$ cat config.mk
export PLATFORM = sky130hd
export DESIGN_NAME = pac_front
export DESIGN_NICKNAME = d
export VERILOG_FILES = /design/src/pac_pkg.sv /design/src/pac_front.sv
export SDC_FILE = /design/constraint.sdc
export NUM_CORES = 1
export LEC_CHECK = 0
export ABC_CLOCK_PERIOD_IN_PS = 11600
export BUFFER_PORTS_ARGS = -buffer_cell sky130_fd_sc_hd__buf_4
export CORE_MARGIN = 2
export CORE_UTILIZATION = 50
export DETAILED_ROUTE_END_ITERATION = 6
export PLACE_DENSITY = 0.74
export SYNTH_ARGS = -nofsm -noshare
export SYNTH_HDL_FRONTEND = slang
export SYNTH_SLANG_ARGS = --single-unit
$ cat constraint.sdc
create_clock -name clock -period 11.6 [get_ports clock]
set_input_delay 1.16 -clock clock [delete_from_list [all_inputs] [get_ports clock]]
set_output_delay 1.16 -clock clock [all_outputs]
set_load 0.03 [all_outputs]
$ cat src/pac_pkg.sv
// Package for the packet airtime calculator: payload structs, status codes,
// bandwidth and spreading factor tables. No dependencies.
`default_nettype none

package pac_pkg;

   localparam int DIVIDEND_W = 52;
   localparam int DIVISOR_W  = 21;
   localparam int QUOT_W     = 32;
   localparam int SYNC_W     = 4;
   localparam int CSR_ADDR_W = 3;
   localparam int CSR_DATA_W = 32;

   localparam int QUEUE_DEPTH_DEFAULT = 4;

   localparam logic [SYNC_W-1:0]     SYNC_RESET   = 4'd3;
   localparam logic [CSR_ADDR_W-1:0] CSR_ADDR_SYNC = 3'd0;

   localparam logic [1:0] MOD_CHIRP = 2'd0;
   localparam logic [1:0] MOD_FSK   = 2'd1;

   localparam logic [18:0] SF_MIN = 19'd7;
   localparam logic [18:0] SF_MAX = 19'd12;

   localparam logic [22:0] CHIRP_SCALE = 23'd1000000;  // microseconds per second
   localparam logic [22:0] FSK_SCALE   = 23'd8000000;  // bits per byte times us per s

   typedef enum logic [2:0] {
      STATUS_OK        = 3'd0,
      STATUS_BAD_BW    = 3'd1,
      STATUS_BAD_SF    = 3'd2,
      STATUS_BAD_MOD   = 3'd3,
      STATUS_ZERO_RATE = 3'd4
   } status_type;

   typedef struct packed {
      logic [1:0]  modulation;
      logic [2:0]  bandwidth_code;
      logic [18:0] rate_value;
      logic [2:0]  coding_rate;
      logic [15:0] preamble_len;
      logic [7:0]  payload_bytes;
      logic        crc_off;
      logic        header_off;
   } req_type;

   typedef struct packed {
      logic [31:0] airtime_us;
      status_type  status;
   } rsp_type;

   // operands handed from the front end to the divider
   typedef struct packed {
      logic [DIVIDEND_W-1:0] dividend;
      logic [DIVISOR_W-1:0]  divisor;
      status_type            status;
      logic                  fsk;
   } op_type;

   // four times the bandwidth in Hz
   function automatic logic [DIVISOR_W-1:0] bw_quad(input logic [2:0] code);
      logic [DIVISOR_W-1:0] r;
      unique case (code)
         3'd0:    r = 21'd2000000;
         3'd1:    r = 21'd1000000;
         3'd2:    r = 21'd500000;
         3'd3:    r = 21'd250000;
         3'd4:    r = 21'd124800;
         3'd5:    r = 21'd62400;
         3'd6:    r = 21'd31200;
         default: r = '0;
      endcase
      return r;
   endfunction

   // ceil(2^20 / den), den = 4*(SF - 2*DE)
   function automatic logic [15:0] sf_recip(input logic [3:0] sf);
      logic [15:0] r;
      unique case (sf)
         4'd8:         r = 16'd32768;
         4'd9, 4'd11:  r = 16'd29128;
         4'd10, 4'd12: r = 16'd26215;
         default:      r = 16'd37450;
      endcase
      return r;
   endfunction

   // den - 1, turns the floor into a ceiling
   function automatic logic [5:0] sf_den_m1(input logic [3:0] sf);
      logic [5:0] r;
      unique case (sf)
         4'd8:         r = 6'd31;
         4'd9, 4'd11:  r = 6'd35;
         4'd10, 4'd12: r = 6'd39;
         default:      r = 6'd27;
      endcase
      return r;
   endfunction

endpackage

`default_nettype wire

$ cat src/pac_front.sv
// Front end: accepts descriptors, checks codes, and builds dividend and divisor
// over four stages. Depends on pac_pkg.
`default_nettype none

module pac_front (
   input  wire logic                        clock,
   input  wire logic                        reset,
   input  wire logic                        push,
   input  wire pac_pkg::req_type            req_data,
   output logic                             full,
   input  wire logic [pac_pkg::SYNC_W-1:0]  sync_bytes,
   output logic                             q_push,
   output pac_pkg::op_type                  q_data,
   input  wire logic                        q_full
);

   typedef struct packed {
      pac_pkg::status_type             status;
      logic                            fsk;
      logic [3:0]                      sf;
      logic [2:0]                      cr;
      logic [15:0]                     pre;
      logic [12:0]                     qnum;
      logic [15:0]                     recip;
      logic [16:0]                     bytes;
      logic [pac_pkg::DIVISOR_W-1:0]   divisor;
   } f1_type;

   typedef struct packed {
      pac_pkg::status_type             status;
      logic                            fsk;
      logic [3:0]                      sf;
      logic [2:0]                      cr;
      logic [15:0]                     pre;
      logic [6:0]                      q;
      logic [16:0]                     bytes;
      logic [pac_pkg::DIVISOR_W-1:0]   divisor;
   } f2_type;

   typedef struct packed {
      pac_pkg::status_type             status;
      logic                            fsk;
      logic [3:0]                      sf;
      logic [18:0]                     base;
      logic [pac_pkg::DIVISOR_W-1:0]   divisor;
   } f3_type;

   typedef struct packed {
      pac_pkg::status_type             status;
      logic                            fsk;
      logic [3:0]                      sf;
      logic [41:0]                     prod;
      logic [pac_pkg::DIVISOR_W-1:0]   divisor;
   } f4_type;

   f1_type      f1_ff, f1_in;
   f2_type      f2_ff, f2_in;
   f3_type      f3_ff, f3_in;
   f4_type      f4_ff, f4_in;
   logic [3:0]  valid_ff;
   logic        advance;
   logic        crc_on;
   logic [12:0] pos, negp;
   logic [28:0] recip_prod;
   logic [9:0]  nsym;
   logic [18:0] quarters;

   // the whole front end moves together; only a full queue holds it
   assign advance = !valid_ff[3] || !q_full;
   assign full    = !advance;
   assign q_push  = valid_ff[3] && !q_full;

   // stage 1: classify; symbol count numerator, byte count, divisor
   always_comb begin
      crc_on = !req_data.crc_off;
      f1_in.sf  = req_data.rate_value[3:0];
      f1_in.cr  = req_data.coding_rate;
      f1_in.pre = req_data.preamble_len;
      f1_in.fsk = (req_data.modulation == pac_pkg::MOD_FSK);
      unique case (req_data.modulation)
         pac_pkg::MOD_CHIRP: begin
            if (req_data.bandwidth_code == 3'd7) begin
               f1_in.status = pac_pkg::STATUS_BAD_BW;
            end else if (req_data.rate_value < pac_pkg::SF_MIN ||
                         req_data.rate_value > pac_pkg::SF_MAX) begin
               f1_in.status = pac_pkg::STATUS_BAD_SF;
            end else begin
               f1_in.status = pac_pkg::STATUS_OK;
            end
         end
         pac_pkg::MOD_FSK: begin
            f1_in.status = (req_data.rate_value == '0) ? pac_pkg::STATUS_ZERO_RATE
                                                       : pac_pkg::STATUS_OK;
         end
         default: f1_in.status = pac_pkg::STATUS_BAD_MOD;
      endcase
      pos  = 13'({req_data.payload_bytes, 3'b000}) + 13'd28 + (crc_on ? 13'd16 : 13'd0);
      negp = 13'({req_data.rate_value[3:0], 2'b00})
             + (req_data.header_off ? 13'd20 : 13'd0);
      // clamp a non-positive numerator to a zero ceiling
      f1_in.qnum = (pos > negp)
                   ? pos - negp + 13'(pac_pkg::sf_den_m1(req_data.rate_value[3:0]))
                   : '0;
      f1_in.recip = pac_pkg::sf_recip(req_data.rate_value[3:0]);
      f1_in.bytes = 17'(req_data.preamble_len) + 17'(sync_bytes) + 17'd1
                    + 17'(req_data.payload_bytes) + (crc_on ? 17'd2 : 17'd0);
      f1_in.divisor = f1_in.fsk ? pac_pkg::DIVISOR_W'(req_data.rate_value)
                                : pac_pkg::bw_quad(req_data.bandwidth_code);
   end

   // stage 2: ceiling division by reciprocal multiply
   always_comb begin
      recip_prod     = 29'(f1_ff.qnum) * 29'(f1_ff.recip);
      f2_in.status   = f1_ff.status;
      f2_in.fsk      = f1_ff.fsk;
      f2_in.sf       = f1_ff.sf;
      f2_in.cr       = f1_ff.cr;
      f2_in.pre      = f1_ff.pre;
      f2_in.q        = recip_prod[26:20];
      f2_in.bytes    = f1_ff.bytes;
      f2_in.divisor  = f1_ff.divisor;
   end

   // stage 3: total length in quarter symbols, or in bytes for FSK
   always_comb begin
      nsym     = 10'd8 + 10'(f2_ff.q) * 10'({1'b0, f2_ff.cr} + 4'd4);
      quarters = 19'({f2_ff.pre, 2'b00}) + 19'd17 + 19'({nsym, 2'b00});
      f3_in.status  = f2_ff.status;
      f3_in.fsk     = f2_ff.fsk;
      f3_in.sf      = f2_ff.sf;
      f3_in.base    = f2_ff.fsk ? 19'(f2_ff.bytes) : quarters;
      f3_in.divisor = f2_ff.divisor;
   end

   // stage 4: scale to microseconds
   always_comb begin
      f4_in.status  = f3_ff.status;
      f4_in.fsk     = f3_ff.fsk;
      f4_in.sf      = f3_ff.sf;
      f4_in.prod    = 42'(f3_ff.base)
                      * 42'(f3_ff.fsk ? pac_pkg::FSK_SCALE : pac_pkg::CHIRP_SCALE);
      f4_in.divisor = f3_ff.divisor;
   end

   always_comb begin
      q_data.dividend = f4_ff.fsk ? pac_pkg::DIVIDEND_W'(f4_ff.prod)
                                  : pac_pkg::DIVIDEND_W'(f4_ff.prod) << f4_ff.sf;
      q_data.divisor  = f4_ff.divisor;
      q_data.status   = f4_ff.status;
      q_data.fsk      = f4_ff.fsk;
   end

   always_ff @(posedge clock) begin
      if (reset) begin
         valid_ff <= '0;
      end else if (advance) begin
         valid_ff <= {valid_ff[2:0], push};
      end
   end

   always_ff @(posedge clock) begin
      if (advance) begin
         f1_ff <= f1_in;
         f2_ff <= f2_in;
         f3_ff <= f3_in;
         f4_ff <= f4_in;
      end
   end

endmodule

`default_nettype wire

==> results of run 1 <==
layout by cell type (no fill, tap or decap), types with 6 or more instances in the layout:
| master | synthesis | final |
|---|---|---|
| o21ai_0 | 106 | 106 |
| and3_1 | 6 | 6 |
| conb_1 | 2 | 15 |
| or2_2 | 10 | 10 |
| o21a_1 | 13 | 13 |
| nand3_1 | 25 | 25 |
| a21o_1 | 26 | 26 |
| nand4_1 | 10 | 10 |
| a31oi_1 | 10 | 10 |
| nor4_1 | 6 | 6 |
| mux4_2 | 17 | 17 |
| nor2_1 | 90 | 90 |
| inv_1 | 533 | 533 |
| mux2_2 | 30 | 30 |
| nand2b_1 | 17 | 17 |
| o211ai_1 | 9 | 9 |
| ha_1 | 332 | 332 |
| and2_1 | 63 | 63 |
| a211oi_1 | 10 | 10 |
| a21oi_1 | 90 | 90 |
| nor3_1 | 21 | 21 |
| clkbuf_1 | 52 | 6 |
| xnor2_1 | 67 | 67 |
| nand2_1 | 206 | 205 |
| o21bai_1 | 9 | 9 |
| xor2_1 | 27 | 27 |
| mux2i_1 | 37 | 37 |
| nor2b_1 | 25 | 25 |
| fa_1 | 276 | 276 |
| buf_4 | 35 | 142 |
| clkbuf_16 | 0 | 29 |
| edfxtp_1 | 269 | 269 |
kinds of logic (layout without fill, tap and decap cells):
| logic type | after synthesis | after routing |
|---|---|---|
| other cells | 2 | 15 |
| simple gates | 492 | 492 |
| flops | 273 | 273 |
| compound gates | 336 | 336 |
| mux | 84 | 84 |
| buf+inv | 631 | 731 |
| fa+ha+maj | 608 | 608 |
| xor+xnor | 94 | 94 |
state kept, by name (all words and copies together), names as in the netlist:
signal / cells
f1_ff: 84
f2_ff: 72
f3_ff: 48
f4_ff: 40
q_data: 25
valid_ff: 4
routing by layer:
layer	GRT usage, %	wire, um	up-vias
met5	0	0	-
met4	4.95	1240	0
met3	2.35	2270	76
met2	36.5	28300	392
met1	27.4	24800	8533
li1	-	-	8421
worst max-delay path by stage:
stage	to	slack, ns	cells past startpoint
3_5_place_dp	f4_ff[59]	5.30	20
4_1_cts	f4_ff[59]	5.26	20
2_1_floorplan	full	1.85	2
6_report	f4_ff[62]	5.24	20
3_3_place_gp	f4_ff[59]	5.38	20
5_1_grt	f4_ff[58]	4.86	21
worst register-to-register path, cell delays in order (launching register included):
cell and delay, ns:
edfxtp_1 0.36, buf_4 0.28, nor2b_1 0.33, inv_1 0.15, fa_1 0.48, fa_1 0.51, fa_1 0.51, inv_1 0.05
fa_1 0.48, fa_1 0.54, inv_1 0.05, fa_1 0.53, inv_1 0.04, ha_1 0.40, nand2_1 0.12, nor2_1 0.17
nand3_1 0.19, a2111oi_0 0.49, o31a_1 0.20, o21ai_0 0.08, o31a_1 0.13
final cells by class:
type / count / area, sq um / area share [%]
inverters: 535 / 2010 / 6.89
well taps: 688 / 861 / 2.95
repair buffers: 142 / 1070 / 3.66
multi-input cells: 1629 / 16100 / 55.2
flip-flops and latches: 273 / 8160 / 28.0
clock inverters: 19 / 214 / 0.734
clock buffers: 35 / 748 / 2.57
stage by stage:
stage | hold slack (ns) | setup slack [ns] | std cells | area (sq um) | utilization, %
floorplan | 0.400 | 1.85 | 2533 | 26800 | -
global placement | 0.400 | 5.38 | 3267 | 28200 | 53.5
detailed placement | 0.405 | 5.30 | 3267 | 28200 | 53.5
CTS | 0.417 | 5.26 | 3321 | 29100 | 55.4
global route | 0.422 | 4.86 | 3321 | 29100 | 55.4
finish | 0.415 | 5.24 | 3321 | 29100 | 55.4
==> qor.yml, run 1 <==
logic_synthesis:
  postSynthAreaPerCell_sq_um: 10.6
  synthSimpleGateAreaFrac_pct: 8.65
  ys_seq_elements: 273
  yosys.area_share.xor_xnor_pct: 3.08
  yosysMostFrequentCell: "inv_1"
  syn_inst: 2520
  synthTopCellsByArea: "edfxtp_1 (30%), fa_1 (21%), ha_1 (16%)"
  yosys_warnings: 0
  synthFlopType: "edfxtp_1"
  synth_top_cell_area_share_pct: 30.2
  synth_top_family_by_area: "adder cells"
  ys_seq_area_share_pct: 30.5
  synthAdderAreaFrac_pct: 36.2
  muxShareOfSynthArea_pct: 4.09
  ys_types: 76
  synthArstFlopShare_pct: 0
  synth_top_area_cell: "edfxtp_1"
  netlist_area_sq_mm: 0.0267
  synth_edf_count: 269
  synth_compound_area_share_pct: 7.96
  synthTopCellsByCount: "inv_1 (533), ha_1 (332), fa_1 (276)"
drt:
  ant_nets: 0
  wl_per_cell_um: 17.0
  wl_um: 56600
  vias: 17400
  first_pass_iters: 7
  via_per_inst: 5.25
  drc: 0
  drt-initial-drc-count: 1059
final_layout:
  drive_gt1_share_pct: 9.91
  syn_to_final_growth_pct: 9.14
  n_fill_cell: 4430
  fin_nets: 3279
  diodes: 0
sta:
  grt_setup_unrepaired: "no"
  worst_slew_pin_slew_ns: 1.02
  clock_skew_ns: 0.0139
  finalHoldViolCount: 0
  slew_viol_final: 0
  fin_crit_ns: 6.36
  maxSlewHeadroom_pct: 31.9
  fin_crit_sh_pct: 54.8
  setup_viol: 0
  fin_setup_tns_ns: 0
  timing.fmax_ghz: 0.157
clocking:
  cts_inserted_buffers: 29
  cts_resized: 0
  cts_max_level: 1
  cts_tree: "done"
  cts_buffer_depth: 3
  clk_pin_slew_ns: 0.06
  post_cts_buffers: 0
  clk-insertion-delay-late_ns: 0.56
  postCtsHoldBufs: 0
  clkSinkCount: 273
  root_buffer: "clkbuf_16"
setup_path:
  path_class: "reg2reg"
  critPathMostFrequentCell: "fa_1"
  slowest_delay_ns: 0.54
  arrival_ns: 6.66
  reg2reg_depth: 20
  setup.worst_path.start: "f3_ff[44]"
  worst-path-buf-inv: 5
  worstPathRequired_ns: 11.90
  path_cells: "buf_4, nor2b_1, inv_1, fa_1, fa_1, fa_1, inv_1, fa_1, fa_1, inv_1, fa_1, inv_1, ha_1, nand2_1, nor2_1, nand3_1, a2111oi_0, o31a_1, o21ai_0, o31a_1"
  reg2reg_slack_ns: 5.24
  critPathMaxFanout: 46
  crit_family: "adder cells"
  reg2reg_from: "f3_ff[44]"
  r2r-end: "f4_ff[62]"
  critPathCaptureType: "flop"
  worst_path_max_delay_cell: "fa_1"
  crit_path_start_kind: "flop"
global_routing:
  gr-total-overflow: 0
  grt_antenna_before_repair: 0
  grt_usage_pct: 20.7
  grt_max_degree: 88
  grt_pass1_vias: 18400
  grt_pass1_wl_um: 93300
placement:
  gp_congestion: 0.933
  place_hpwl_um: 47000
  io_buffers: 133
flow_run:
  drv_cap: 0
die:
  start_util_pct: 50.7
  rows: 84
  dieHeight_um: 235
  die_area_sq_mm: 0.0553
  io_pins: 140
  die_w_um: 235
  core_sq_mm: 0.0527
worst_hold_path:
  whs_endpoint: "q_data[24]"
  min_path_cells: 0
  hp-start: "f3_ff[20]"
  min_path_type: "reg2reg"
outcome:
  status: "finished clean"
Power of run 1 is not shown: default switching activity piles up to over one toggle a cycle in this logic, so the estimate is an artifact.
==> inputs of run 2 (changes only) <==
- ABC_CLOCK_PERIOD_IN_PS: 11600 -> 5300
- PLACE_DENSITY: 0.74 -> 0.77
- clock period: 11.6 -> 5.3 ns (I/O delays scaled with it)
==> run 2 against run 1 <==
Cell count increased by 8.0%. Setup slack lost 5.8 ns. Clock skew shrank 0.0028 ns. The flow now finishes with violations (setup timing).
==> qor.yml, run 2 (synthesis results as in run 1) <==
outcome:
  status: "finished, violations left"
  violations: "setup timing"
final_layout:
  drive_gt1_share_pct: 25.3  # +15 points
  layout_commonest_cell: "inv_1"
  regMostFlops: "f1_ff"
  layout_common_cells: "inv_1 (489), buf_4 (391), ha_1 (305)"
  syn_to_final_growth_pct: 21.1
  largest_register_ffs: 84  # unchanged
  fin_util_pct: 61.4  # +6.0 points
  fin_nets: 3549  # +8.2%
  top_regs: "f1_ff x84, f2_ff x72, f3_ff x48"
  diodes: 0  # unchanged
setup_path:
  crit_family: "adder cells"
  r2r-end: "f4_ff[57]"
  reg2reg_depth: 21  # +5.0%
  worst_path_max_delay_cell: "fa_1"
  reg2reg_from: "f3_ff[44]"
  path_cells: "buf_6, clkbuf_16, nand2b_4, fa_1, fa_1, fa_1, fa_1, inv_2, fa_1, inv_2, fa_1, inv_2, ha_4, buf_6, a21oi_4, o21ai_2, a21oi_2, o211ai_2, nor3_2, or2_2, xnor2_1"
  slowest_delay_ns: 0.59  # +0.05 ns
  worstPathRequired_ns: 5.61  # -6.29 ns
  path_class: "reg2reg"
  worst-path-buf-inv: 6  # +1
  arrival_ns: 6.13  # -0.53 ns
  critPathMostFrequentCell: "fa_1"
  reg2reg_slack_ns: -0.53  # -5.77 ns
  critPathCaptureType: "flop"
  crit_path_start_kind: "flop"
  critPathMaxFanout: 8  # -83%
die:
  die_w_um: 235  # unchanged
  start_util_pct: 50.7  # unchanged
  core_sq_mm: 0.0527  # unchanged
  rows: 84  # unchanged
  die_area_sq_mm: 0.0553  # unchanged
  dieHeight_um: 235  # unchanged
  io_pins: 140  # unchanged
sta:
  clock_skew_ns: 0.0112  # -0.00279 ns
  finalHoldViolCount: 0  # unchanged
  maxSlewHeadroom_pct: 39.3  # +7.4 points
  slew_viol_final: 0  # unchanged
  fin_setup_tns_ns: -7.98  # -7.98 ns
  fin_crit_sh_pct: 110  # +55 points
  timing.fmax_ghz: 0.172  # +9.1%
  worst_slew_pin_slew_ns: 0.911  # -0.111 ns
  whs_ns: 0.150  # -0.265 ns
  fin_ws_ns: -0.526  # -5.77 ns
  grt_setup_unrepaired: "yes"
  fin_crit_ns: 5.83  # -0.531 ns
  setup_viol: 21  # +21
placement:
  gp_congestion: 0.972  # +4.1%
  io_buffers: 133  # unchanged
  place_hpwl_um: 50400  # +7.3%
clocking:
  clk_pin_slew_ns: 0.06  # about the same
  postCtsHoldBufs: 0  # unchanged
  cts_tree: "done"
  root_buffer: "clkbuf_16"
  clk-insertion-delay-late_ns: 0.56  # about the same
  cts_buffer_depth: 3  # unchanged
  cts_inserted_buffers: 28  # -3.4%
  cts_max_level: 1  # unchanged
  clkSinkCount: 273  # unchanged
drt:
  via_per_inst: 5.24  # about the same
  first_pass_iters: 5  # -2
  wl_per_cell_um: 17.5  # +2.9%
  wl_um: 62900  # +11%
  ant_nets: 0  # unchanged
  vias: 18800  # +7.9%
  drt-initial-drc-count: 944  # -11%
  drc: 0  # unchanged
global_routing:
  gr-total-overflow: 0  # unchanged
  grt_antenna_before_repair: 0  # unchanged
  grt_max_degree: 147  # +67%
  grt_pass1_vias: 19700  # +6.9%
  grt_pass1_wl_um: 99600  # +6.7%
  grt_usage_pct: 22.2  # +1.5 points
worst_hold_path:
  hp-start: "req_data[28]"
  min_path_cells: 1  # +1
  min_path_type: "in2reg"
  whs_endpoint: "f1_ff[85]"
flow_run:
  drv_cap: 0  # unchanged
run 2: worst max path at each step:
stage	cells past startpoint	startpoint	end
final	21	f3_ff[44]	f4_ff[57]
after global routing	20	f3_ff[44]	f4_ff[62]
after detailed placement	19	f3_ff[44]	f4_ff[62]
after CTS	22	f3_ff[44]	f4_ff[59]
after global placement	21	f3_ff[44]	f4_ff[60]
after floorplan	20	f3_ff[44]	f4_ff[62]
run 2: cell type report:
cell class                 count  area [sq um]
timing repair buffer         413          3220
tap                          688           861
multi-input combinational   1629         17200
inverter                     535          2010
fill                        4021         20300
clock inverter                18           175
sequential                   273          8160
clock buffer                  31           733
run 2: metrics by stage:
step / worst slack (ns) / cells / area [sq um]
final: -0.526 / 3587 / 32300
after global routing: -0.697 / 3587 / 32300
after CTS: -0.420 / 3554 / 31600
after detailed placement: -0.554 / 3489 / 30200
after global placement: -0.472 / 3489 / 30200
after floorplan: -0.361 / 2533 / 27100
run 2: per-layer routing:
metal / vias up / global-route usage (%) / part of all wire [%]
li1: 8956 / - / -
met1: 9241 / 28.3 / 42
met2: 493 / 39.3 / 51
met3: 115 / 2.95 / 4.5
met4: 0 / 6.43 / 3.0
met5: - / 0 / 0
run 2: timing repair:
item,4_1_cts,5_1_grt
cloned,0,1
gates resized for setup,89,129
buffers inserted,16,33
pin swaps,46,140
endpoints found under the setup margin,26,31
Power of run 2 is left out for the same reason.
