[config.mk]
export PLATFORM = sky130hd
export DESIGN_NAME = pac_ram_queue
export DESIGN_NICKNAME = d
export VERILOG_FILES = /design/src/pac_pkg.sv /design/src/pac_ram_queue.sv
export SDC_FILE = /design/constraint.sdc
export NUM_CORES = 1
export LEC_CHECK = 0
export BUFFER_PORTS_ARGS = -buffer_cell sky130_fd_sc_hd__buf_2
export CAP_MARGIN = 20
export CORE_ASPECT_RATIO = 2
export CORE_MARGIN = 3
export CORE_UTILIZATION = 60
export DETAILED_ROUTE_END_ITERATION = 8
export PLACE_DENSITY = 0.85
export SETUP_SLACK_MARGIN = 0.3
export SYNTH_ARGS = -nofsm -noshare
export SYNTH_HDL_FRONTEND = slang
export SYNTH_SLANG_ARGS = --single-unit
[constraint.sdc]
create_clock -name clock -period 6.3 [get_ports clock]
set_clock_uncertainty 0.15 [all_clocks]
set_input_delay 0 -clock clock [delete_from_list [all_inputs] [get_ports clock]]
set_output_delay 0 -clock clock [all_outputs]
set_load 0.1 [all_outputs]
[src/pac_pkg.sv]
// Package for the packet airtime calculator: payload structs, status codes,
// bandwidth and spreading factor tables. No dependencies.
`default_nettype none

package pac_pkg;

   localparam int DIVIDEND_W = 52;
   localparam int DIVISOR_W  = 21;
   localparam int QUOT_W     = 32;
   localparam int SYNC_W     = 4;
   localparam int CSR_ADDR_W = 3;
   localparam int CSR_DATA_W = 32;

   localparam int QUEUE_DEPTH_DEFAULT = 4;

   localparam logic [SYNC_W-1:0]     SYNC_RESET   = 4'd3;
   localparam logic [CSR_ADDR_W-1:0] CSR_ADDR_SYNC = 3'd0;

   localparam logic [1:0] MOD_CHIRP = 2'd0;
   localparam logic [1:0] MOD_FSK   = 2'd1;

   localparam logic [18:0] SF_MIN = 19'd7;
   localparam logic [18:0] SF_MAX = 19'd12;

   localparam logic [22:0] CHIRP_SCALE = 23'd1000000;  // microseconds per second
   localparam logic [22:0] FSK_SCALE   = 23'd8000000;  // bits per byte times us per s

   typedef enum logic [2:0] {
      STATUS_OK        = 3'd0,
      STATUS_BAD_BW    = 3'd1,
      STATUS_BAD_SF    = 3'd2,
      STATUS_BAD_MOD   = 3'd3,
      STATUS_ZERO_RATE = 3'd4
   } status_type;

   typedef struct packed {
      logic [1:0]  modulation;
      logic [2:0]  bandwidth_code;
      logic [18:0] rate_value;
      logic [2:0]  coding_rate;
      logic [15:0] preamble_len;
      logic [7:0]  payload_bytes;
      logic        crc_off;
      logic        header_off;
   } req_type;

   typedef struct packed {
      logic [31:0] airtime_us;
      status_type  status;
   } rsp_type;

   // operands handed from the front end to the divider
   typedef struct packed {
      logic [DIVIDEND_W-1:0] dividend;
      logic [DIVISOR_W-1:0]  divisor;
      status_type            status;
      logic                  fsk;
   } op_type;

   // four times the bandwidth in Hz
   function automatic logic [DIVISOR_W-1:0] bw_quad(input logic [2:0] code);
      logic [DIVISOR_W-1:0] r;
      unique case (code)
         3'd0:    r = 21'd2000000;
         3'd1:    r = 21'd1000000;
         3'd2:    r = 21'd500000;
         3'd3:    r = 21'd250000;
         3'd4:    r = 21'd124800;
         3'd5:    r = 21'd62400;
         3'd6:    r = 21'd31200;
         default: r = '0;
      endcase
      return r;
   endfunction

   // ceil(2^20 / den), den = 4*(SF - 2*DE)
   function automatic logic [15:0] sf_recip(input logic [3:0] sf);
      logic [15:0] r;
      unique case (sf)
         4'd8:         r = 16'd32768;
         4'd9, 4'd11:  r = 16'd29128;
         4'd10, 4'd12: r = 16'd26215;
         default:      r = 16'd37450;
      endcase
      return r;
   endfunction

   // den - 1, turns the floor into a ceiling
   function automatic logic [5:0] sf_den_m1(input logic [3:0] sf);
      logic [5:0] r;
      unique case (sf)
         4'd8:         r = 6'd31;
         4'd9, 4'd11:  r = 6'd35;
         4'd10, 4'd12: r = 6'd39;
         default:      r = 6'd27;
      endcase
      return r;
   endfunction

endpackage

`default_nettype wire

[src/pac_ram_queue.sv]
// Short operand queue between front end and divider.
// Depends on pac_pkg for the operand struct.
`default_nettype none

module pac_ram_queue #(
   parameter int DEPTH = pac_pkg::QUEUE_DEPTH_DEFAULT
) (
   input  wire logic            clock,
   input  wire logic            reset,
   input  wire logic            push,
   input  wire pac_pkg::op_type push_data,
   output logic                 full,
   input  wire logic            pop,
   output pac_pkg::op_type      pop_data,
   output logic                 empty
);

   localparam int PTR_W = $clog2(DEPTH);
   localparam int CNT_W = $clog2(DEPTH + 1);

   pac_pkg::op_type  entry_ff [DEPTH];
   logic [PTR_W-1:0] wr_ptr_ff, wr_ptr_in;
   logic [PTR_W-1:0] rd_ptr_ff, rd_ptr_in;
   logic [CNT_W-1:0] count_ff, count_in;
   logic             do_push, do_pop;

   assign full     = (count_ff == CNT_W'(DEPTH));
   assign empty    = (count_ff == '0);
   assign do_push  = push && !full;
   assign do_pop   = pop && !empty;
   assign pop_data = entry_ff[rd_ptr_ff];

   always_comb begin
      wr_ptr_in = wr_ptr_ff;
      rd_ptr_in = rd_ptr_ff;
      count_in  = count_ff;
      if (do_push) begin
         wr_ptr_in = (wr_ptr_ff == PTR_W'(DEPTH - 1)) ? '0 : wr_ptr_ff + 1'b1;
      end
      if (do_pop) begin
         rd_ptr_in = (rd_ptr_ff == PTR_W'(DEPTH - 1)) ? '0 : rd_ptr_ff + 1'b1;
      end
      if (do_push && !do_pop) begin
         count_in = count_ff + 1'b1;
      end else if (!do_push && do_pop) begin
         count_in = count_ff - 1'b1;
      end
   end

   always_ff @(posedge clock) begin
      if (reset) begin
         wr_ptr_ff <= '0;
         rd_ptr_ff <= '0;
         count_ff  <= '0;
      end else begin
         wr_ptr_ff <= wr_ptr_in;
         rd_ptr_ff <= rd_ptr_in;
         count_ff  <= count_in;
      end
   end

   always_ff @(posedge clock) begin
      if (do_push) begin
         entry_ff[wr_ptr_ff] <= push_data;
      end
   end

endmodule

`default_nettype wire

==> results of run 1 <==
what timing repair did:
action / CTS / global route
endpoints found under the hold margin: 340 / 0
hold buffers: 80 / 0
resized for setup: 0 / 0
cell usage in the layout, fill, tap and decap left out, types with 5 or more instances in the layout:
cell type      instances
dlygate4sd3_1         80
clkbuf_1               5
buf_2                159
ha_1                   6
clkbuf_16             26
edfxtp_1             308
buf_16                 5
mux4_2                77
dfxtp_1                7
path summary, 6_finish.rpt:
| path | cells past startpoint | end | startpoint | slack [ps] |
|---|---|---|---|---|
| worst max-delay path | 4 | pop_data[19] | flip-flop | 3270 |
| worst min-delay path | 2 | entry_ff[1][67] | push_data[67] | 80 |
| worst max register to register | 9 | count_ff[2] | count_ff[0] | 3720 |
| worst min register to register | 2 | flip-flop | rd_ptr_ff[0] | 380 |
sequential cells by signal (all words and copies together) (netlist names), named ones only:
register,count
entry_ff,308
count_ff,3
rd_ptr_ff,2
wr_ptr_ff,2
through the flow:
| step | setup slack (ps) | area (um^2) |
|---|---|---|
| 2_1_floorplan | 3180 | 11600 |
| 3_3_place_gp | 3500 | 12600 |
| 3_5_place_dp | 3480 | 12700 |
| 4_1_cts | 2900 | 14400 |
| 5_1_grt | 3030 | 14400 |
| 6_report | 3270 | 14400 |
power by group:
part	switching [uW]	internal (uW)	total (uW)
Clock	691	932	1620
Sequential	96.9	2550	2650
Combinational	2040	563	2600
Total	2820	4050	6870
critical path, stage by stage (launching register included):
cell and delay [ps]:
dfxtp_4 590, buf_16 320, buf_4 500, mux4_2 610, buf_2 310
cell families (layout without fill, tap and decap cells):
family | count (synthesis) | in the layout
AND/OR/NAND/NOR | 16 | 16
flip-flops | 317 | 317
buffers and inverters | 25 | 297
AO/OA/AOI/OAI | 7 | 7
other | 0 | 1
adder cells (fa/ha/maj) | 7 | 7
XOR/XNOR | 2 | 2
multiplexers | 79 | 79
synthesized netlist by cell type (all sizes together), types with 3 or more instances:
master and instances:
edfxtp 308, mux4 77, buf 15, dfxtp 9, ha 6, clkbuf 5
inv 5, and3 4, nor2 4, a21oi 3
cell type report:
type / count / area, um^2 / share of cell area (%)
Inverter: 5 / 18.8 / 0.130
Tap cell: 255 / 319 / 2.21
Clock buffer: 35 / 724 / 5.03
Antenna cell: 1 / 2.50 / 0.0174
Timing Repair Buffer: 246 / 1750 / 12.1
Clock inverter: 11 / 141 / 0.981
Multi-Input combinational cell: 111 / 2020 / 14.0
Sequential cell: 317 / 9440 / 65.5
layer usage:
| metal | GRT usage, % | share of wire, % | vias up |
|---|---|---|---|
| met2 | 41.6 | 57 | 219 |
| met5 | 0 | 0 | - |
| met4 | 11.1 | 4.9 | 0 |
| li1 | - | - | 2443 |
| met1 | 25.9 | 33 | 2881 |
| met3 | 3.50 | 5.4 | 69 |
==> qor.yml, run 1 <==
placement:
  gp_congestion: 0.750
  port_buffers: 159
  dpl.hpwl_mm: 13.5
  dp_cells: 852
logic_synthesis:
  synth-async-reset-ratio_pct: 0
  yosys.area_share.xor_xnor_pct: 0.151
  synthSimpleGateAreaFrac_pct: 0.733
  synth_seq_cells: 317
  yosysTopAreaCellShare_pct: 79.7
  syn_nets: 541
  synth_cell_types: 24
  yosys.area.top_type: "edfxtp_1"
  synth_cells: 453
  synth_compound_area_share_pct: 0.388
  synth_edf_count: 308
  yosys-top-cells-area: "edfxtp_1, mux4_2, dfxtp_1"
  avgSynthCellArea_um2: 25.6
  synth_flop_cell: "edfxtp_1"
  yosysSeqAreaShare_pct: 81.3
  synth_top_family_by_area: "multiplexers"
  synthMuxAreaShare_pct: 15.1
  synthAdderAreaFrac_pct: 0.819
  ys_warn_count: 0
  synth_area_mm2: 0.0116
routing:
  firstDrtPassIters: 5
  ant_nets: 0
  viasPerCell: 5.72
  drc_errors: 0
  wire_per_inst_um: 23.6
  drt_iter0_markers: 336
  drt-total-wl_mm: 23.1
  vias: 5612
clocking:
  clock-sinks: 317
  cts_tree: "built"
  numCtsBuffers: 25
  postCtsSetupRepairBufs: 0
  htree_num_levels: 1
  clock_latency_ps: 520
  clockBufferDepth: 3
  clkTransAtPathRegs_ps: 70
  cts-root-buf: "clkbuf_16"
floorplanning:
  start_util_pct: 61.3
  coreArea_mm2: 0.0189
  dieArea_mm2: 0.0211
  die_w_um: 104
  dieHeight_um: 203
  io-pin-count: 160
  rows: 71
grt:
  grt_pass1_wl_mm: 36.5
  grt_max_degree: 78
  grt_overflow: 0
  track_usage_pct: 22.8
  antenna_found_initial: 1
  grt_pass1_vias: 6399
worst_setup_path:
  worstPathArrival_ps: 2880
  cp_max_fo: 36
  end_kind: "primary output"
  required_ps: 6150
  crit_type: "flip-flop to primary output"
  cp-start-kind: "flip-flop"
sta:
  worstMarginPinSlew_ps: 665
  holdWs_ps: 80.0
  grt_setup_unrepaired: "false"
  relSlewSlack_pct: 55.7
  fin_setup_tns_ps: 0
  finalMaxSlewViolations: 0
  period_needed_ps: 3030
  fmax_mhz: 330
  finalHoldViolCount: 0
  setup-violations-final: 0
  period_share_pct: 48.2
worst_hold_path:
  hold_path.class: "input port to flip-flop"
final_layout:
  num-fill-cells: 1002
  final_cells: 981
  areaGrowthSynthToFinish_pct: 24.2
  drive_above_1_share_pct: 40.3
  fin_nets: 794
  utilization_pct: 76.1
power:
  ir_drop_mv: 0.528
  p_total_uw: 6870
  cellLeakagePower_uw: 0.00491
  power_density_mw_per_mm2: 477
outcome:
  status: "completed"
flow_run:
  drv_cap: 0
Note: power is estimated with default switching activity, not from simulation.
==> run 2, diff against run 1 <==
Settings changed: ABC_AREA set to 1, CORE_UTILIZATION 60 to 52, PLACE_DENSITY 0.85 to 0.78.
Clock period 6.3 ns to 2.7 ns, I/O delays scaled along.
==> run 2 against run 1 <==
Against the previous run:
- register-to-register slack lost 3300 ps
- cell count is 37% higher
- clock-buffer cell count is 7 lower
==> qor.yml, run 2 <==
final_layout:
  layout_common_cells: "edfxtp_1, nor2_1, o21ai_0, buf_12, buf_2"
  regMostFlops: "entry_ff"
  largest_reg_flops: 308  # unchanged
  num-fill-cells: 1333  # +33%
  final_common_cell: "edfxtp_1"
  drive_above_1_share_pct: 27.4  # -13 points
  fin_nets: 1139  # +43%
  n_antenna_cell: 0  # -1
  final_cells: 1347  # +37%
  reg_top3: "entry_ff: 308 flops, count_ff: 3 flops"
  areaGrowthSynthToFinish_pct: 36.4
worst_hold_path:
  hold_path.class: "input port to flip-flop"
  min_path_cells: 2  # unchanged
logic_synthesis:
  yosys.area.top_type: "edfxtp_1"
  yosysTopAreaCellShare_pct: 77.6  # -2.1 points
  ys_top_cells_by_count: "edfxtp_1, nor2_1, o21ai_0"
  synth_edf_count: 308  # unchanged
  yosysSeqAreaShare_pct: 79.1  # -2.1 points
  synth_area_mm2: 0.0119  # +2.7%
  synth_seq_cells: 317  # unchanged
  synth_cells: 815  # +80%
  synth-async-reset-ratio_pct: 0  # unchanged
  yosys-top-cells-area: "edfxtp_1, o21ai_0, nor2_1"
  avgSynthCellArea_um2: 14.6  # -43%
  synth_flop_cell: "edfxtp_1"
  synth_cell_types: 25  # +4.2%
  syn_nets: 903  # +67%
  synth.most_common_cell: "edfxtp_1"
  ys_warn_count: 0  # unchanged
worst_setup_path:
  slowest_stage: "dfxtp_4"
  end_kind: "primary output"
  worst_path_largest_cell_delay_ps: 550  # -60 ps
  cp_max_fo: 54  # +50%
  worstPathArrival_ps: 2190  # -690 ps
  crit_buf_inv: 2  # -1
  cp_num_cells: 4  # unchanged
  crit_family: "buffers and inverters"
  crit_type: "flip-flop to primary output"
  ff2ff_path_depth: 8  # -1
  cp-start-kind: "flip-flop"
  critical_path.cell_chain: "buf_6 -> o21ai_0 -> o22ai_2 -> buf_12"
  required_ps: 2550  # -3600 ps
clocking:
  cts-root-buf: "clkbuf_16"
  clockBufferDepth: 3  # unchanged
  clkTransAtPathRegs_ps: 70  # about the same
  htree_num_levels: 1  # unchanged
  cts_tree: "built"
  numCtsBuffers: 26  # +4.0%
  clock-sinks: 317  # unchanged
  clock_latency_ps: 540  # +20 ps
grt:
  track_usage_pct: 22.0  # -0.79 points
  antenna_found_initial: 0  # -1
  grt_overflow: 0  # unchanged
  grt_pass1_wl_mm: 42.4  # +16%
  grt_max_degree: 71  # -9.0%
  grt_pass1_vias: 7947  # +24%
routing:
  drc_errors: 0  # unchanged
  drt_iter0_markers: 581  # +73%
  wire_per_inst_um: 20.1  # -15%
  viasPerCell: 5.64  # -1.3%
  firstDrtPassIters: 4  # -1
  ant_nets: 0  # unchanged
  vias: 7603  # +35%
  drt-total-wl_mm: 27.1  # +17%
sta:
  setup-violations-final: 0  # unchanged
  finalMaxSlewViolations: 0  # unchanged
  holdWs_ps: 61.0  # -19.0 ps
  relSlewSlack_pct: 66.0  # +10 points
  grt_setup_unrepaired: "true"
  finalHoldViolCount: 0  # unchanged
  fmax_mhz: 428
  fin_setup_tns_ps: 0  # unchanged
  period_share_pct: 86.6
  worstMarginPinSlew_ps: 514  # -151 ps
  period_needed_ps: 2340
placement:
  port_buffers: 159  # unchanged
  dpl.hpwl_mm: 16.1  # +20%
  gp_congestion: 0.780  # +4.0%
  dp_cells: 1217  # +43%
floorplanning:
  dieHeight_um: 220  # +8.6%
  io-pin-count: 160  # unchanged
  dieArea_mm2: 0.0249  # +18%
  coreArea_mm2: 0.0224  # +18%
  rows: 77  # +8.5%
  die_w_um: 113  # +8.3%
  start_util_pct: 53.3  # -8.0 points
flow_run:
  drv_cap: 0  # unchanged
outcome:
  status: "completed"
run 2: worst paths after layout:
kind                     start        endpoint  slack [ps]
setup / recovery     flip-flop    pop_data[16]         360
hold / removal    push_data[1]  entry_ff[2][1]          60
setup reg to reg   count_ff[0]     count_ff[0]         470
hold reg to reg   rd_ptr_ff[1]    rd_ptr_ff[1]         390
run 2: per-stage QoR:
stage	instance area [um^2]	setup WS [ps]	util, %
2_1_floorplan	12300	301	-
3_3_place_gp	14500	682	65.0
3_5_place_dp	14500	608	65.0
4_1_cts	16200	318	72.6
5_1_grt	16300	256	72.7
6_report	16300	363	72.7
run 2: per-layer routing:
metal / GRT usage [%] / vias up / wire, um
met2: 41.0 / 262 / 15300
met5: 0 / - / 0
met1: 25.5 / 3769 / 9650
met4: 7.98 / 0 / 797
li1: - / 3517 / -
met3: 3.08 / 55 / 1430
run 2: final cells by class:
cell class | count | area [um^2] | area share (%)
Timing Repair Buffer | 257 | 3020 | 18.6
Tap cell | 276 | 345 | 2.12
Clock buffer | 28 | 679 | 4.18
Inverter | 18 | 83.8 | 0.516
Multi-Input combinational cell | 431 | 2530 | 15.5
Clock inverter | 20 | 164 | 1.01
Sequential cell | 317 | 9440 | 58.1
run 2: cell families after synthesis:
logic type      count (synthesis)  synth area share, %
buf+inv                        67                 3.28
flops                         317                 79.1
compound gates                234                 10.7
simple gates                  189                 6.05
xor+xnor                        1               0.0735
fa+ha+maj                       7                0.798
run 2: what timing repair did:
item / 4_1_cts / 5_1_grt
hold endpoints to repair: 317 / 0
setup buffers: 1 / 0
pin swaps: 0 / 0
hold buffers: 81 / 0
gates resized for setup: 5 / 6
setup endpoints to repair: 56 / 12
Power of run 2 is not shown: default switching activity piles up to over one toggle a cycle in this logic, so the estimate is an artifact.
==> run 3, diff against run 2 <==
Settings changed: CORE_ASPECT_RATIO 2 to 0.7, CTS_CLUSTER_SIZE set to 40.
==> run 3 against run 2 <==
Against the previous run:
- worst hold slack better by 11 ps
- core utilization up 1.5 points
- clock-buffer cell count up 6
- register-to-register slack worse by 60 ps
- fmax up 2.2%
- sequential share of layout area down 0.44 points
- wire length up 4.8%
- via count up 2.8%
- cell count up 2.5%
- global-route usage up 0.062 points
- first-iteration DRC count up 40%
- sequential cell count unchanged
- largest cell class unchanged
==> qor.yml, run 3 (synthesized netlist as in run 2, its figures left out) <==
routing:
  viasPerCell: 5.66  # +0.24%
  vias: 7814  # +2.8%
  drt-total-wl_mm: 28.4  # +4.8%
  wire_per_inst_um: 20.6  # +2.2%
  ant_nets: 0  # unchanged
  drt_iter0_markers: 811  # +40%
  firstDrtPassIters: 7  # +3
  drc_errors: 0  # unchanged
sta:
  finalHoldViolCount: 0  # unchanged
  relSlewSlack_pct: 57.1  # -8.9 points
  fmax_mhz: 437  # +2.2%
  period_needed_ps: 2290  # -50.3 ps
  grt_setup_unrepaired: "false"
  fin_setup_tns_ps: 0  # unchanged
  setup-violations-final: 0  # unchanged
  period_share_pct: 84.7  # -1.9 points
  finalMaxSlewViolations: 0  # unchanged
  worstMarginPinSlew_ps: 644  # +130 ps
final_layout:
  n_antenna_cell: 0  # unchanged
  largest_reg_flops: 308  # unchanged
  drive_above_1_share_pct: 27.3  # -0.034 points
  fin_nets: 1142  # +0.26%
  final_common_cell: "edfxtp_1"
  regMostFlops: "entry_ff"
  reg_top3: "entry_ff: 308 flops, count_ff: 3 flops"
  utilization_pct: 74.2  # +1.5 points
  num-fill-cells: 1301  # -2.4%
  layout_common_cells: "edfxtp_1, nor2_1, o21ai_0, buf_2"
  final_area_mm2: 0.0164  # +0.73%
  areaGrowthSynthToFinish_pct: 37.4
flow_run:
  drv_cap: 0  # unchanged
floorplanning:
  io-pin-count: 160  # unchanged
  start_util_pct: 54.0  # +0.68 points
  dieHeight_um: 133  # -40%
  dieArea_mm2: 0.0248  # -0.33%
  coreArea_mm2: 0.0221  # -1.3%
  rows: 45  # -42%
  die_w_um: 187  # +65%
clocking:
  cts_tree: "built"
  cts-root-buf: "clkbuf_16"
  postCtsSetupRepairBufs: 0  # -1
  clkTransAtPathRegs_ps: 60  # about the same
  numCtsBuffers: 29  # +12%
  clockBufferDepth: 3  # unchanged
  clock_latency_ps: 530  # about the same
  htree_num_levels: 1  # unchanged
  clock-sinks: 317  # unchanged
worst_setup_path:
  worst_path_largest_cell_delay_ps: 560  # about the same
  cp-start-kind: "flip-flop"
  end_kind: "flip-flop"
  slowest_stage: "dlygate4sd3_1"
  cp_max_fo: 7  # -87%
  worstPathArrival_ps: 2560  # +370 ps
  critical_path.cell_chain: "nor2_2 -> nand2_2 -> nand2_8 -> inv_1 -> ha_1 -> xor2_1 -> nor2_1 -> dlygate4sd3_1"
  crit_buf_inv: 2  # unchanged
  crit_type: "flip-flop to flip-flop"
  required_ps: 2970  # +420 ps
  crit_family: "buffers and inverters"
placement:
  gp_congestion: 0.768  # -1.5%
  port_buffers: 159  # unchanged
  place_area_mm2: 0.0145  # about the same
  dpl.hpwl_mm: 15.0  # -6.9%
grt:
  grt_pass1_vias: 8200  # +3.2%
  grt_max_degree: 155  # +120%
  grt_overflow: 0  # unchanged
  track_usage_pct: 22.0  # +0.062 points
  antenna_found_initial: 0  # unchanged
  grt_pass1_wl_mm: 43.9  # +3.4%
outcome:
  status: "completed"
worst_hold_path:
  hold_path.class: "input port to flip-flop"
run 3: cell type report:
class | instances | area (um^2) | area share, %
multi-input combinational | 431 | 2510 | 15.3
clock inverter | 19 | 218 | 1.33
timing repair buffer | 257 | 2990 | 18.2
clock buffer | 34 | 754 | 4.61
tap | 305 | 382 | 2.33
inverter | 18 | 86.3 | 0.527
sequential | 317 | 9430 | 57.6
run 3: metrics by stage:
step / std cells / hold slack [ps] / setup WS (ps)
CTS: 1380 / 46.1 / 290
global route: 1381 / 67.7 / 312
detailed placement: 1246 / 31.6 / 592
global placement: 1246 / 23.4 / 743
finish: 1381 / 72.3 / 413
floorplan: 815 / -77.6 / 301
run 3: final timing paths:
kind	from	endpoint	slack, ps	cells after the start
min reg2reg	rd_ptr_ff[1]	flip-flop	380	2
max reg2reg	count_ff[1]	count_ff[0]	410	8
min	push_data[16]	entry_ff[3][16]	70	2
max	count_ff[1]	count_ff[0]	410	8
run 3: timing repair:
action                     in CTS  in global routing
gates resized for setup         3                  7
gates cloned                    0                  1
hold buffers                   81                  0
hold endpoints to repair      317                  0
setup endpoints to repair      69                 64
pin swaps                       0                  0
run 3: worst register-to-register path: stages (launching register included):
cell and delay [ps]:
dfxtp_1 350, nor2_2 190, nand2_2 150, nand2_8 140
inv_1 60, ha_1 330, xor2_1 190, nor2_1 60
dlygate4sd3_1 560
run 3: per-layer routing:
metal | global-route usage (%) | part of all wire (%)
met4 | 5.62 | 2.0
met5 | 0 | 0
met3 | 4.16 | 8.0
met1 | 30.0 | 41
met2 | 37.1 | 49
Power of run 3 is left out for the same reason.
